**config.mk**
```make
export PLATFORM = sky130hd
export DESIGN_NAME = ipv4_text_cidr_allowlist_check_flat
export DESIGN_NICKNAME = d
export VERILOG_FILES = /design/src/hw/rtl/iac_pkg.sv /design/src/hw/rtl/iac_req_if.sv /design/src/hw/rtl/iac_rsp_if.sv /design/src/hw/rtl/iac_parse.sv /design/src/hw/rtl/iac_cell.sv /design/src/hw/rtl/ipv4_text_cidr_allowlist_check.sv /design/src/flat_wrapper.sv
export SDC_FILE = /design/constraint.sdc
export NUM_CORES = 2
export LEC_CHECK = 0
export BUFFER_PORTS_ARGS = -buffer_cell sky130_fd_sc_hd__buf_2
export CAP_MARGIN = 20
export CORE_MARGIN = 1
export CORE_UTILIZATION = 54
export CTS_CLUSTER_DIAMETER = 30
export DETAILED_ROUTE_END_ITERATION = 8
export PLACE_DENSITY_LB_ADDON = 0.15
export SYNTH_ARGS = -nofsm -noshare
export SYNTH_HDL_FRONTEND = slang
export SYNTH_SLANG_ARGS = --single-unit
```
**constraint.sdc**
```tcl
create_clock -name clock -period 4.85 [get_ports clock]
set_input_delay 0.97 -clock clock [delete_from_list [all_inputs] [get_ports clock]]
set_output_delay 0.97 -clock clock [all_outputs]
set_load 0.05 [all_outputs]
```
**src/hw/rtl/iac_pkg.sv**
```systemverilog
`default_nettype none
// ----------------------------------------------------------------------------
// iac_pkg
// shared types, codes and helpers for the ipv4 cidr allowlist check
// ----------------------------------------------------------------------------
package iac_pkg;

   localparam int unsigned MAX_ENTRIES = 16;

   localparam logic [1:0] OP_WRITE = 2'd0;
   localparam logic [1:0] OP_CHAR  = 2'd1;
   localparam logic [1:0] OP_END   = 2'd2;

   localparam logic [7:0] CHAR_DOT  = 8'h2E;
   localparam logic [7:0] CHAR_ZERO = 8'h30;
   localparam logic [7:0] CHAR_NINE = 8'h39;

   localparam logic [8:0]  OCTET_SAT    = 9'd256;
   localparam logic [12:0] OCTET_LIMIT  = 13'd255;
   localparam logic [2:0]  OCTETS_LAST  = 3'd3;
   localparam logic [5:0]  PREFIX_FULL  = 6'd32;

   typedef struct packed {
      logic        ok;
      logic [31:0] address;
   } query_type;

   typedef struct packed {
      logic        valid;
      logic        hit;
      logic        ok;
      logic [31:0] address;
   } token_type;

   // prefix 0 gives no bits, 32 gives all bits
   function automatic logic [31:0] prefix_mask(input logic [5:0] prefix);
      prefix_mask = ~(32'hFFFF_FFFF >> prefix);
   endfunction

endpackage
`default_nettype wire

```
**src/hw/rtl/iac_req_if.sv**
```systemverilog
`default_nettype none
// ----------------------------------------------------------------------------
// iac_req_if
// request channel: table writes, address characters and end of address
// ----------------------------------------------------------------------------
interface iac_req_if;
   logic        valid;
   logic        ready;
   logic [1:0]  operation;
   logic [3:0]  entry_index;
   logic [31:0] entry_network;
   logic [5:0]  entry_prefix;
   logic        entry_well_formed;
   logic [7:0]  char_code;

   modport source (
      output valid, operation, entry_index, entry_network, entry_prefix,
             entry_well_formed, char_code,
      input  ready
   );
   modport sink (
      input  valid, operation, entry_index, entry_network, entry_prefix,
             entry_well_formed, char_code,
      output ready
   );
endinterface
`default_nettype wire

```
**src/hw/rtl/iac_rsp_if.sv**
```systemverilog
`default_nettype none
// ----------------------------------------------------------------------------
// iac_rsp_if
// response channel: allow decision and address syntax flag
// ----------------------------------------------------------------------------
interface iac_rsp_if;
   logic valid;
   logic ready;
   logic allowed;
   logic address_ok;

   modport source (output valid, allowed, address_ok, input ready);
   modport sink   (input valid, allowed, address_ok, output ready);
endinterface
`default_nettype wire

```
**src/hw/rtl/iac_parse.sv**
```systemverilog
`default_nettype none
// ----------------------------------------------------------------------------
// iac_parse
// strict dotted-decimal parser, one character per cycle
// ----------------------------------------------------------------------------
module iac_parse (
   input  wire logic             clock,
   input  wire logic             reset,
   input  wire logic             char_en,
   input  wire logic             end_en,
   input  wire logic [7:0]       char_code,
   output iac_pkg::query_type    query
);

   logic [8:0]  octet_ff, octet_in;
   logic [2:0]  done_ff, done_in;
   logic        digit_ff, digit_in;
   logic        bad_ff, bad_in;
   logic [31:0] addr_ff, addr_in;

   logic [12:0] octet_next;
   logic        close_fail;
   logic        is_digit;

   assign is_digit   = (char_code >= iac_pkg::CHAR_ZERO) && (char_code <= iac_pkg::CHAR_NINE);
   assign octet_next = 13'(octet_ff) * 13'd10 + 13'(char_code - iac_pkg::CHAR_ZERO);
   assign close_fail = !digit_ff || (octet_ff > 9'(iac_pkg::OCTET_LIMIT))
                       || (done_ff > iac_pkg::OCTETS_LAST);

   // end of address closes the last octet on the fly
   assign query.ok      = !bad_ff && !close_fail && (done_ff == iac_pkg::OCTETS_LAST);
   assign query.address = {addr_ff[23:0], octet_ff[7:0]};

   always_comb begin
      octet_in = octet_ff;
      done_in  = done_ff;
      digit_in = digit_ff;
      bad_in   = bad_ff;
      addr_in  = addr_ff;
      if (end_en) begin
         octet_in = '0;
         done_in  = '0;
         digit_in = 1'b0;
         bad_in   = 1'b0;
         addr_in  = '0;
      end else if (char_en && !bad_ff) begin
         if (char_code == iac_pkg::CHAR_DOT) begin
            if (close_fail) begin
               bad_in = 1'b1;
            end else begin
               addr_in  = {addr_ff[23:0], octet_ff[7:0]};
               done_in  = done_ff + 3'd1;
               octet_in = '0;
               digit_in = 1'b0;
            end
         end else if (is_digit) begin
            octet_in = (octet_next > iac_pkg::OCTET_LIMIT) ? iac_pkg::OCTET_SAT
                                                           : octet_next[8:0];
            digit_in = 1'b1;
         end else begin
            bad_in = 1'b1;
         end
      end
   end

   always_ff @(posedge clock) begin
      if (reset) begin
         octet_ff <= '0;
         done_ff  <= '0;
         digit_ff <= 1'b0;
         bad_ff   <= 1'b0;
         addr_ff  <= '0;
      end else begin
         octet_ff <= octet_in;
         done_ff  <= done_in;
         digit_ff <= digit_in;
         bad_ff   <= bad_in;
         addr_ff  <= addr_in;
      end
   end

endmodule
`default_nettype wire

```
**src/hw/rtl/iac_cell.sv**
```systemverilog
`default_nettype none
// ----------------------------------------------------------------------------
// iac_cell
// one allowlist entry; checks the passing query token and hands it on
// ----------------------------------------------------------------------------
module iac_cell #(
   parameter int unsigned CELL_INDEX = 0
) (
   input  wire logic                clock,
   input  wire logic                reset,
   input  wire logic                advance,
   input  wire logic                write_en,
   input  wire logic [3:0]          entry_index,
   input  wire logic [31:0]         entry_network,
   input  wire logic [5:0]          entry_prefix,
   input  wire logic                entry_well_formed,
   input  wire logic [4:0]          entry_count,
   input  wire iac_pkg::token_type  token_prev,
   output iac_pkg::token_type       token_next
);

   logic [31:0] network_ff;
   logic [5:0]  prefix_ff;
   logic        good_ff;

   iac_pkg::token_type token_ff, token_in;

   logic [31:0] mask;
   logic        in_use;
   logic        match;

   assign mask   = iac_pkg::prefix_mask(prefix_ff);
   assign in_use = CELL_INDEX < 32'(entry_count);
   assign match  = token_prev.ok && in_use && good_ff && (prefix_ff <= iac_pkg::PREFIX_FULL)
                   && ((token_prev.address & mask) == (network_ff & mask));

   always_comb begin
      token_in     = token_prev;
      token_in.hit = token_prev.hit || match;
   end

   always_ff @(posedge clock) begin
      if (write_en && (32'(entry_index) == CELL_INDEX)) begin
         network_ff <= entry_network;
         prefix_ff  <= entry_prefix;
         good_ff    <= entry_well_formed;
      end
   end

   always_ff @(posedge clock) begin
      if (reset) begin
         token_ff <= '0;
      end else if (advance) begin
         token_ff <= token_in;
      end
   end

   assign token_next = token_ff;

endmodule
`default_nettype wire

```
**src/hw/rtl/ipv4_text_cidr_allowlist_check.sv**
```systemverilog
`default_nettype none
// ----------------------------------------------------------------------------
// ipv4_text_cidr_allowlist_check
// parses a dotted-decimal client address and checks it against a cidr table
// ----------------------------------------------------------------------------
//  channel    dir   handshake      word
//  req_chan   in    valid/ready    operation, entry fields, char_code
//  rsp_chan   out   valid/ready    allowed, address_ok
//  csr_*      in    write enable   entry_count
//
//  table writes and address characters take effect on acceptance
//  an end of address walks a token through MAX_ENTRIES cells, one per cycle
//  while the chain advances; its word is registered after the last cell
//  req_chan is held off while a token is in the chain; a stalled rsp_chan
//  freezes the chain at its last cell
//  synchronous active-high reset clears parse state and entry_count; table
//  entries hold garbage until written
// ----------------------------------------------------------------------------
module ipv4_text_cidr_allowlist_check #(
   parameter int unsigned MAX_ENTRIES = iac_pkg::MAX_ENTRIES
) (
   input  wire logic       clock,
   input  wire logic       reset,
   iac_req_if.sink         req_chan,
   iac_rsp_if.source       rsp_chan,
   input  wire logic       csr_write_enable,
   input  wire logic [4:0] csr_write_data
);

   logic [4:0] count_ff, count_in;
   logic       busy_ff, busy_in;
   logic       rsp_valid_ff, rsp_valid_in;
   logic       rsp_allowed_ff, rsp_allowed_in;
   logic       rsp_ok_ff, rsp_ok_in;

   logic accept, write_en, char_en, end_en, advance, unload;

   iac_pkg::query_type query;
   iac_pkg::token_type chain [0:MAX_ENTRIES];

   assign req_chan.ready = !busy_ff;
   assign accept   = req_chan.valid && req_chan.ready;
   assign write_en = accept && (req_chan.operation == iac_pkg::OP_WRITE);
   assign char_en  = accept && (req_chan.operation == iac_pkg::OP_CHAR);
   assign end_en   = accept && (req_chan.operation == iac_pkg::OP_END);

   assign advance = !(chain[MAX_ENTRIES].valid && rsp_valid_ff && !rsp_chan.ready);
   assign unload  = chain[MAX_ENTRIES].valid && advance;

   iac_parse u_parse (
      .clock     (clock),
      .reset     (reset),
      .char_en   (char_en),
      .end_en    (end_en),
      .char_code (req_chan.char_code),
      .query     (query)
   );

   // empty table allows everything
   always_comb begin
      chain[0].valid   = end_en;
      chain[0].hit     = (count_ff == 5'd0);
      chain[0].ok      = query.ok;
      chain[0].address = query.address;
   end

   for (genvar k = 0; k < MAX_ENTRIES; k++) begin : g_cell
      iac_cell #(
         .CELL_INDEX (k)
      ) u_cell (
         .clock             (clock),
         .reset             (reset),
         .advance           (advance),
         .write_en          (write_en),
         .entry_index       (req_chan.entry_index),
         .entry_network     (req_chan.entry_network),
         .entry_prefix      (req_chan.entry_prefix),
         .entry_well_formed (req_chan.entry_well_formed),
         .entry_count       (count_ff),
         .token_prev        (chain[k]),
         .token_next        (chain[k+1])
      );
   end

   always_comb begin
      count_in       = csr_write_enable ? csr_write_data : count_ff;
      busy_in        = busy_ff;
      rsp_valid_in   = rsp_valid_ff && !rsp_chan.ready;
      rsp_allowed_in = rsp_allowed_ff;
      rsp_ok_in      = rsp_ok_ff;
      if (end_en) begin
         busy_in = 1'b1;
      end
      if (unload) begin
         busy_in        = 1'b0;
         rsp_valid_in   = 1'b1;
         rsp_allowed_in = chain[MAX_ENTRIES].hit;
         rsp_ok_in      = chain[MAX_ENTRIES].ok;
      end
   end

   always_ff @(posedge clock) begin
      if (reset) begin
         count_ff     <= '0;
         busy_ff      <= 1'b0;
         rsp_valid_ff <= 1'b0;
      end else begin
         count_ff     <= count_in;
         busy_ff      <= busy_in;
         rsp_valid_ff <= rsp_valid_in;
      end
   end

   always_ff @(posedge clock) begin
      rsp_allowed_ff <= rsp_allowed_in;
      rsp_ok_ff      <= rsp_ok_in;
   end

   assign rsp_chan.valid      = rsp_valid_ff;
   assign rsp_chan.allowed    = rsp_allowed_ff;
   assign rsp_chan.address_ok = rsp_ok_ff;

endmodule
`default_nettype wire
```
**src/flat_wrapper.sv**
```systemverilog
// flat-port wrapper written by rule: the top's interface ports become plain ports
module ipv4_text_cidr_allowlist_check_flat 
#(
   parameter int unsigned MAX_ENTRIES = iac_pkg::MAX_ENTRIES
)
  (clock, reset, csr_write_enable, csr_write_data, req_chan_valid, req_chan_operation, req_chan_entry_index, req_chan_entry_network, req_chan_entry_prefix, req_chan_entry_well_formed, req_chan_char_code, req_chan_ready, rsp_chan_valid, rsp_chan_allowed, rsp_chan_address_ok, rsp_chan_ready);
  iac_req_if req_chan_i ();
  iac_rsp_if rsp_chan_i ();
  input  wire logic clock;
  input  wire logic reset;
  input  wire logic csr_write_enable;
  input  wire logic [4:0] csr_write_data;
  input wire logic [$bits(req_chan_i.valid)-1:0] req_chan_valid;
  input wire logic [$bits(req_chan_i.operation)-1:0] req_chan_operation;
  input wire logic [$bits(req_chan_i.entry_index)-1:0] req_chan_entry_index;
  input wire logic [$bits(req_chan_i.entry_network)-1:0] req_chan_entry_network;
  input wire logic [$bits(req_chan_i.entry_prefix)-1:0] req_chan_entry_prefix;
  input wire logic [$bits(req_chan_i.entry_well_formed)-1:0] req_chan_entry_well_formed;
  input wire logic [$bits(req_chan_i.char_code)-1:0] req_chan_char_code;
  output wire logic [$bits(req_chan_i.ready)-1:0] req_chan_ready;
  output wire logic [$bits(rsp_chan_i.valid)-1:0] rsp_chan_valid;
  output wire logic [$bits(rsp_chan_i.allowed)-1:0] rsp_chan_allowed;
  output wire logic [$bits(rsp_chan_i.address_ok)-1:0] rsp_chan_address_ok;
  input wire logic [$bits(rsp_chan_i.ready)-1:0] rsp_chan_ready;
  assign req_chan_i.valid = req_chan_valid;
  assign req_chan_i.operation = req_chan_operation;
  assign req_chan_i.entry_index = req_chan_entry_index;
  assign req_chan_i.entry_network = req_chan_entry_network;
  assign req_chan_i.entry_prefix = req_chan_entry_prefix;
  assign req_chan_i.entry_well_formed = req_chan_entry_well_formed;
  assign req_chan_i.char_code = req_chan_char_code;
  assign req_chan_ready = req_chan_i.ready;
  assign rsp_chan_valid = rsp_chan_i.valid;
  assign rsp_chan_allowed = rsp_chan_i.allowed;
  assign rsp_chan_address_ok = rsp_chan_i.address_ok;
  assign rsp_chan_i.ready = rsp_chan_ready;
  ipv4_text_cidr_allowlist_check #(.MAX_ENTRIES(MAX_ENTRIES)) u_core (.clock(clock), .reset(reset), .req_chan(req_chan_i), .rsp_chan(rsp_chan_i), .csr_write_enable(csr_write_enable), .csr_write_data(csr_write_data));
endmodule
```
==> flow_summary.ini <==
[route]
via_count = 38495
drtIter0Drc = 4937
totalWireLength_um = 156000
drc_errors = 0
viasPerCell = 5.96
drt-wirelength-per-cell_um = 24.1
first_pass_iters = 7
postRouteAntennaNets = 0

[synthesis]
synthCells = 4980
synth_cell_type_count = 84
synth-main-ff-cell = edfxtp_1
yosysTopAreaCell = edfxtp_1
yosys.area_share.simple_pct = 13.3
synthXorXnorAreaFrac_pct = 9.11
synth_most_common_cell = nand2_1
synthMuxAreaShare_pct = 0.158
synthTopCellsByCount = nand2_1, a21oi_1, edfxtp_1
yosysSeqAreaShare_pct = 59.8
yosys_register_bits = 1199
synth_top_area_share_pct = 37.1
synth_compound_area_share_pct = 14.1
syn_area_per_cell_um2 = 10.2
synth_area_leaders = edfxtp_1, dfxtp_1, nand2_1, a21oi_1, xnor2_1
yosys_warnings = 0
async_flop_share_pct = 0
synth_edf_count = 626
synth_fa_ha_area_share_pct = 1.02
syn_nets = 5075
synth_top_family_by_area = compound AO/OA/AOI/OAI gates
syn-cell-area_um2 = 50600

[floorplan]
die_height_um = 308
die_w_um = 308
start_util_pct = 54.9
rows = 111
die-area_um2 = 95000
core_area_um2 = 92200
io_pins = 67

[pwr]
cellPowerDensity_nw_per_um2 = 439
switching_share_pct = 22.6
leakage_uw = 0.0197
p_switching_uw = 5910
seq_power_share_pct = 41.1
p_int_uw = 20200
peakVddDrop_v = 0.000313
p_comb_share_pct = 1.9
clkPwrFrac_pct = 57.0

[hold_path]
hold_class = primary input to register
hold_start = csr_write_data[3]
hold_depth = 3
holdPathEnd = u_core.count_ff[3]

[sta]
rsz0062_at_grt = false
setup-tns-final_ps = 0
fin_ws_ps = 906
finalCriticalPeriod_ps = 3940
fin_crit_sh_pct = 81.3
setup_violations = 0
slew_headroom_pct = 25.3
fin_skew_ps = 32.7
hold_viol = 0
drv_slew = 0
tightest_slew_ps = 1120
max_freq_mhz = 254

[final_layout]
seq_area_um2 = 30300
multi_input_area_um2 = 19200
syn_to_final_growth_pct = 17.5
fin_nets = 5122
n_fill_cell = 7510
layout-drive-gt1-share_pct = 10.3
fin_util_pct = 64.5

[grt]
grt_first_pass_wirelength_um = 229000
antenna_found_initial = 24
grt.total_usage_pct = 32.7
met3_usage_pct = 6.00
grt_use_met1_pct = 45.7
grt_max_degree = 215
grt_overflow = 0
busiest_layer = met2
grt_pass1_vias = 36012
use_met2_pct = 50.7

[critical_path]
crit_path_start_kind = register
path_buf_inv = 1
path_cells = ha_1, ha_1, inv_1, fa_1, nor2b_1, nor2_1, nor2_1, nor2_1, xnor2_1, ha_1, a2111o_1, o22ai_1, a21oi_1, nor3_1, and4_1, a32o_1
worst-setup-path-type = register to register
reg2reg_from = u_core.u_parse.octet_ff[1]
crit_family = adder cells
r2r_slack_ps = 910
cp-end-kind = register
r2r-end = u_core.u_parse.octet_ff[3]
worst-path-max-fanout = 9
crit_path_start = u_core.u_parse.octet_ff[1]
crit_path_max_incr_delay_ps = 460
slowest_stage = fa_1
arrival_ps = 4670
worstPathRequired_ps = 5580
rr_worst_depth = 16

[clock_tree]
clock-sinks = 1199
cts_resized = 0
cts_hold_buf = 0
post_cts.repair.setup_buffers = 0
root_buffer = clkbuf_16
clk_pin_slew_ps = 60
cts_tree = yes
insertion_delay_ps = 790
numCtsBuffers = 212
htreeDepth = 4
cts_max_path_buffers = 3

[run]
maxCapViolCount = 0

[placement]
dp_hpwl_um = 98500
place_ws_ps = 940
place.gp.congestion = 0.930
io_buffers = 66

[status]
status = completed
[cell type report]
cell class / instances / share of cell area (%)
Tap cell: 1243 / 2.61
Inverter: 40 / 0.252
Clock inverter: 152 / 2.83
Clock buffer: 251 / 9.60
Timing Repair Buffer: 117 / 1.46
Multi-Input combinational cell: 3457 / 32.3
Antenna cell: 4 / 0.0168
Sequential cell: 1199 / 50.9
[per-stage QoR]
step | area [um2] | std cells | power, uW | hold WS (ps)
after floorplan | 50600 | 4980 | 11100 | 408
after global placement | 52000 | 6054 | 11400 | 416
after detailed placement | 52000 | 6054 | 11400 | 421
after CTS | 59400 | 6457 | 26200 | 390
after global routing | 59500 | 6459 | 26700 | 433
final | 59500 | 6463 | 26100 | 422
[layout by cell type (no fill, tap or decap), drive strengths merged, types with 30 or more instances in the layout]
cell    instances
nand2        1180
ha             30
xor2          190
nor4           38
a31oi          32
clkbuf        251
nor2          196
o21ai         157
a21oi         763
nor3           58
inv            76
clkinv         76
buf           117
edfxtp        626
xnor2         337
o22ai          47
dfxtp         573
nand3          32
[worst reg2reg max path: stages, from the launching register on]
cell,delay (ps)
dfxtp_1,410
ha_1,330
ha_1,170
inv_1,70
fa_1,460
nor2b_1,170
nor2_1,50
nor2_1,80
nor2_1,50
xnor2_1,120
ha_1,380
a2111o_1,380
o22ai_1,260
a21oi_1,110
nor3_1,160
and4_1,450
a32o_1,230
[metal layers]
layer	part of all wire, %	routed length (um)
met5	0.026	41
met4	3.1	4850
met3	9.5	14800
met2	46	71100
met1	42	65100
[state kept, by name, summed over array words and instances, names as in the netlist]
register,cells
u_core.g_cell.u_cell.prefix_ff,96
u_core.g_cell.u_cell.token_next,528
u_core.busy_ff,1
u_core.count_ff,5
u_core.g_cell.u_cell.good_ff,16
u_core.u_parse.done_ff,3
u_core.g_cell.u_cell.network_ff,512
u_core.rsp_chan.allowed,1
u_core.u_parse.addr_ff,24
u_core.rsp_chan.valid,1
u_core.rsp_chan.address_ok,1
u_core.u_parse.octet_ff,9
u_core.u_parse.bad_ff,1
u_core.u_parse.digit_ff,1
[power groups by stage]
stage / logic [uW] / clock network (uW) / registers (uW)
after floorplan: 165 / 0 / 10900
after global placement: 476 / 0 / 10900
after detailed placement: 477 / 0 / 10900
after CTS: 478 / 15000 / 10700
after global routing: 499 / 15500 / 10700
final: 488 / 14900 / 10700
[worst max-delay path by stage]
| stage | end | slack [ps] | cells after the start |
|---|---|---|---|
| finish | u_core.u_parse.octet_ff[3] | 910 | 16 |
| global route | u_core.u_parse.octet_ff[2] | 640 | 16 |
| detailed placement | u_core.u_parse.octet_ff[2] | 940 | 16 |
| floorplan | u_core.g_cell[2].u_cell.good_ff | 110 | 5 |
| CTS | u_core.u_parse.octet_ff[3] | 920 | 16 |
| global placement | u_core.u_parse.octet_ff[2] | 910 | 16 |
[cells by family (layout without fill, tap and decap cells)]
| family | after synthesis | in the layout |
|---|---|---|
| buffers and inverters | 324 | 560 |
| other | 0 | 4 |
| flip-flops | 1199 | 1199 |
| AND/OR/NAND/NOR | 1636 | 1636 |
| AO/OA/AOI/OAI | 1244 | 1244 |
| multiplexers | 8 | 8 |
| XOR/XNOR | 527 | 527 |
| adder cells (fa/ha/maj) | 42 | 42 |
(Power assumes the default switching activity.)
